File: config.mk
export PLATFORM = sky130hd
export DESIGN_NAME = npts_ram
export DESIGN_NICKNAME = d
export VERILOG_FILES = /design/src/design/npts_ram.sv
export SDC_FILE = /design/constraint.sdc
export NUM_CORES = 1
export LEC_CHECK = 0
export ABC_AREA = 1
export BUFFER_PORTS_ARGS = -buffer_cell sky130_fd_sc_hd__buf_4
export CAP_MARGIN = 10
export CORE_MARGIN = 2
export CORE_UTILIZATION = 45
export CTS_BUF_LIST = sky130_fd_sc_hd__clkbuf_2
export CTS_CLUSTER_SIZE = 16
export DETAILED_ROUTE_END_ITERATION = 10
export PLACE_DENSITY = 0.73
export SKIP_LAST_GASP = 1
export SYNTH_ARGS = -nofsm -noshare
export SYNTH_HDL_FRONTEND = slang
export SYNTH_SLANG_ARGS = --single-unit
File: constraint.sdc
create_clock -name clk -period 1.7 [get_ports clk]
set_input_delay 0.425 -clock clk [delete_from_list [all_inputs] [get_ports clk]]
set_output_delay 0.425 -clock clk [all_outputs]
set_load 0.01 [all_outputs]
File: src/design/npts_ram.sv
`timescale 1ns / 1ps
`default_nettype none
// ----------------------------------------------------------------------------
// npts_ram
// Simple dual port RAM, one write and one registered read port.
// ----------------------------------------------------------------------------
module npts_ram #(
  parameter int WIDTH = 8,
  parameter int DEPTH = 16
) (
  input  wire logic                     clk,
  input  wire logic                     we,
  input  wire logic [$clog2(DEPTH)-1:0] waddr,
  input  wire logic [WIDTH-1:0]         wdata,
  input  wire logic                     re,
  input  wire logic [$clog2(DEPTH)-1:0] raddr,
  output      logic [WIDTH-1:0]         rdata
);

  logic [WIDTH-1:0] mem [DEPTH];

  always_ff @(posedge clk) begin
    if (we) begin
      mem[waddr] <= wdata;
    end
    if (re) begin
      rdata <= mem[raddr];
    end
  end

endmodule
`default_nettype wire

==> qor.txt <==
status: finished with violations
failing checks: setup timing
CP bufs+invs: 1
multi-input logic area: 1210 µm²
Final #Nets: 626
Post-Synthesis Cell Area: 5850 µm²
R2R depth: 6
simple logic cell fraction of the synthesized area: 0.208
Yosys top cell area share: 0.698
final setup TNS: -225 ps
initial antenna violation count: 1
I/O Buffers: 26
CTS tree: yes
RSZ-0062 raised after global routing: yes
vias in the first global route: 3846
Setup WS pre-CTS: 108 ps
FILL cells: 1077
Max clock buf depth: 2
peak supply drop: 0.507 mV
Final ANT Viol Nets: 0
critical-path cell list: buf_6
min Tclk post-route: 1760 ps
Worst Skew: 29.0 ps
placed inst area: 6340 µm²
Synth cell types: 11
placed cells: 751
fin area: 6720 µm²
die height: 118 µm
Rel. slew slack: 0.685
Worst-path clk slew: 210 ps
H-Tree Depth: 4
Site Rows: 41
Num CTS Buffers: 17
post-synthesis cell count: 551
adder-cell area share of the yosys netlist: 0
largest net degree at the start of global routing: 43
Setup Buffers After CTS: 0
PnR worst setup slack: -55.0 ps
GRT Util Overall: 0.202
total iterations of the first detailed-routing run: 5
Crit path arrival time: 1330 ps
dominant synthesized flop cell: edfxtp_1
crit-path max FO: 1
Layout Utilization: 0.530
Final GP Congestion: 0.872
vias: 4021
ys async rst share: 0
Finish-stage setup viols: 5
mux contribution to synthesized area: 0
flops & latches, synth: 136
area of the core: 12700 µm²
syn avg cell area: 10.6 µm²
synth warn: 0
Remaining DRCs: 0
layout cells sized above 1: 0.137
Layout area overhead: 14.9%
Die Width: 118 µm
class of the worst hold path: input port to flip-flop
Routed WL per cell: 17.1 µm
Via density: 5.07
Worst Path Required: 1270 ps
critical path launch point type: flip-flop
largest family of logic cells by synthesized area: simple AND/OR/NAND/NOR gates
Clock Tree Root: clkbuf_2
clock sinks: 136
worst skew pair latency: 700 ps
Power Dens Cells: 950 nW/µm²
number of flops mapped to enable cells by yosys: 136
worst hold slack: 109 ps
compound-cell area share of the yosys netlist: 0
final wirelength: 13.6 mm
Cell Count, Final, Fillers Out: 793
Synth area leader: edfxtp_1
final cycle utilization of the critical path: 1.03
register area share after synthesis: 0.698
Crit path max-delay family: flip-flops
Worst path depth: 1
Post-Synth XOR/XNOR Area: 0
WHS Path Cells: 3
Post-synth top cells: 173 x nand2_1, 136 x edfxtp_1, 100 x inv_1, 97 x nand3_1, 17 x nor2_1
Final Total Pwr: 6.38 mW
initial cell density of the core: 0.461
Slew Limit Fails: 0
Slowest Stage Delay on Critical Path: 480 ps
GRT overflow: 0
top-count cell post-synth: nand2_1
CP max stage cell: edfxtp_1
HPWL after detailed placement: 8.43 mm
Setup CP Type: flip-flop to primary output
Register Area: 4080 µm²
IO Pins: 27
max-cap violations: 0
first-pass GRT wire length: 20.8 mm
Slew @ Worst Pin: 473 ps
Setup crit end kind: primary output
DIE AREA: 13900 µm²
largest cells by area after synthesis: edfxtp_1 70%, nand2_1 11%, nand3_1 8.3%
Leak: 2.90 nW
Final Hold Fails: 0
Syn Nets: 570
1st-iter DRT viols: 482
FMAX: 570 MHz
## cells by family (layout without fill, tap and decap cells)
kind of cell / Yosys count / count (layout)
flip-flops: 136 / 136
AND/OR/NAND/NOR: 289 / 289
buffers and inverters: 126 / 195
other: 0 / 1
## sequential cells by signal (all words and copies together) (netlist names)
name   count
mem      128
rdata      8
## worst reg2reg max path: stages, from the launching register on
cell,delay (ps)
edfxtp_1,410
inv_1,70
nand2_1,60
nand3_1,90
nand3_1,140
nand3_1,160
nand2_1,80
## path summary, 6_finish.rpt
path	slack, ps	start	end
max	-60	rdata[4]	rdata[4]
min	110	raddr[3]	rdata[7]
max reg2reg	500	mem[1][0]	rdata[0]
min reg2reg	750	mem[12][1]	rdata[1]
## where the power goes
part / internal [mW] / switching, mW
Clock: 0.834 / 1.22
Sequential: 3.77 / 0.0264
Combinational: 0.190 / 0.339
## layout make-up
type,count,share of cell area
sequential,136,0.608
multi-input combinational,289,0.181
timing repair buffer,61,0.0829
inverter,102,0.0570
tap,172,0.0320
clock inverter,14,0.0257
clock buffer,18,0.0134
antenna,1,0.000373
## cells in the final DEF, fill, tap and decap left out, types with 3 or more instances in the layout
master and count:
dlygate4sd3_1 9, clkbuf_2 18, clkinvlp_4 4, edfxtp_1 136, inv_1 100, nor2_1 17
bufinv_16 3, buf_4 41, nand2_1 173, nand3_1 97, buf_6 7, inv_6 3
buf_12 4
## repair_timing
item,in CTS,in global routing
endpoints found under the hold margin,8,71
hold buffers,1,8
gates resized for setup,6,1
endpoints found under the setup margin,8,8
## routing by layer
layer	global-route usage	share of wire
met5	0	0
met4	0.0798	0.023
met3	0.0707	0.10
met1	0.269	0.40
met2	0.306	0.47
No activity file was read; power rests on OpenSTA's default activity.
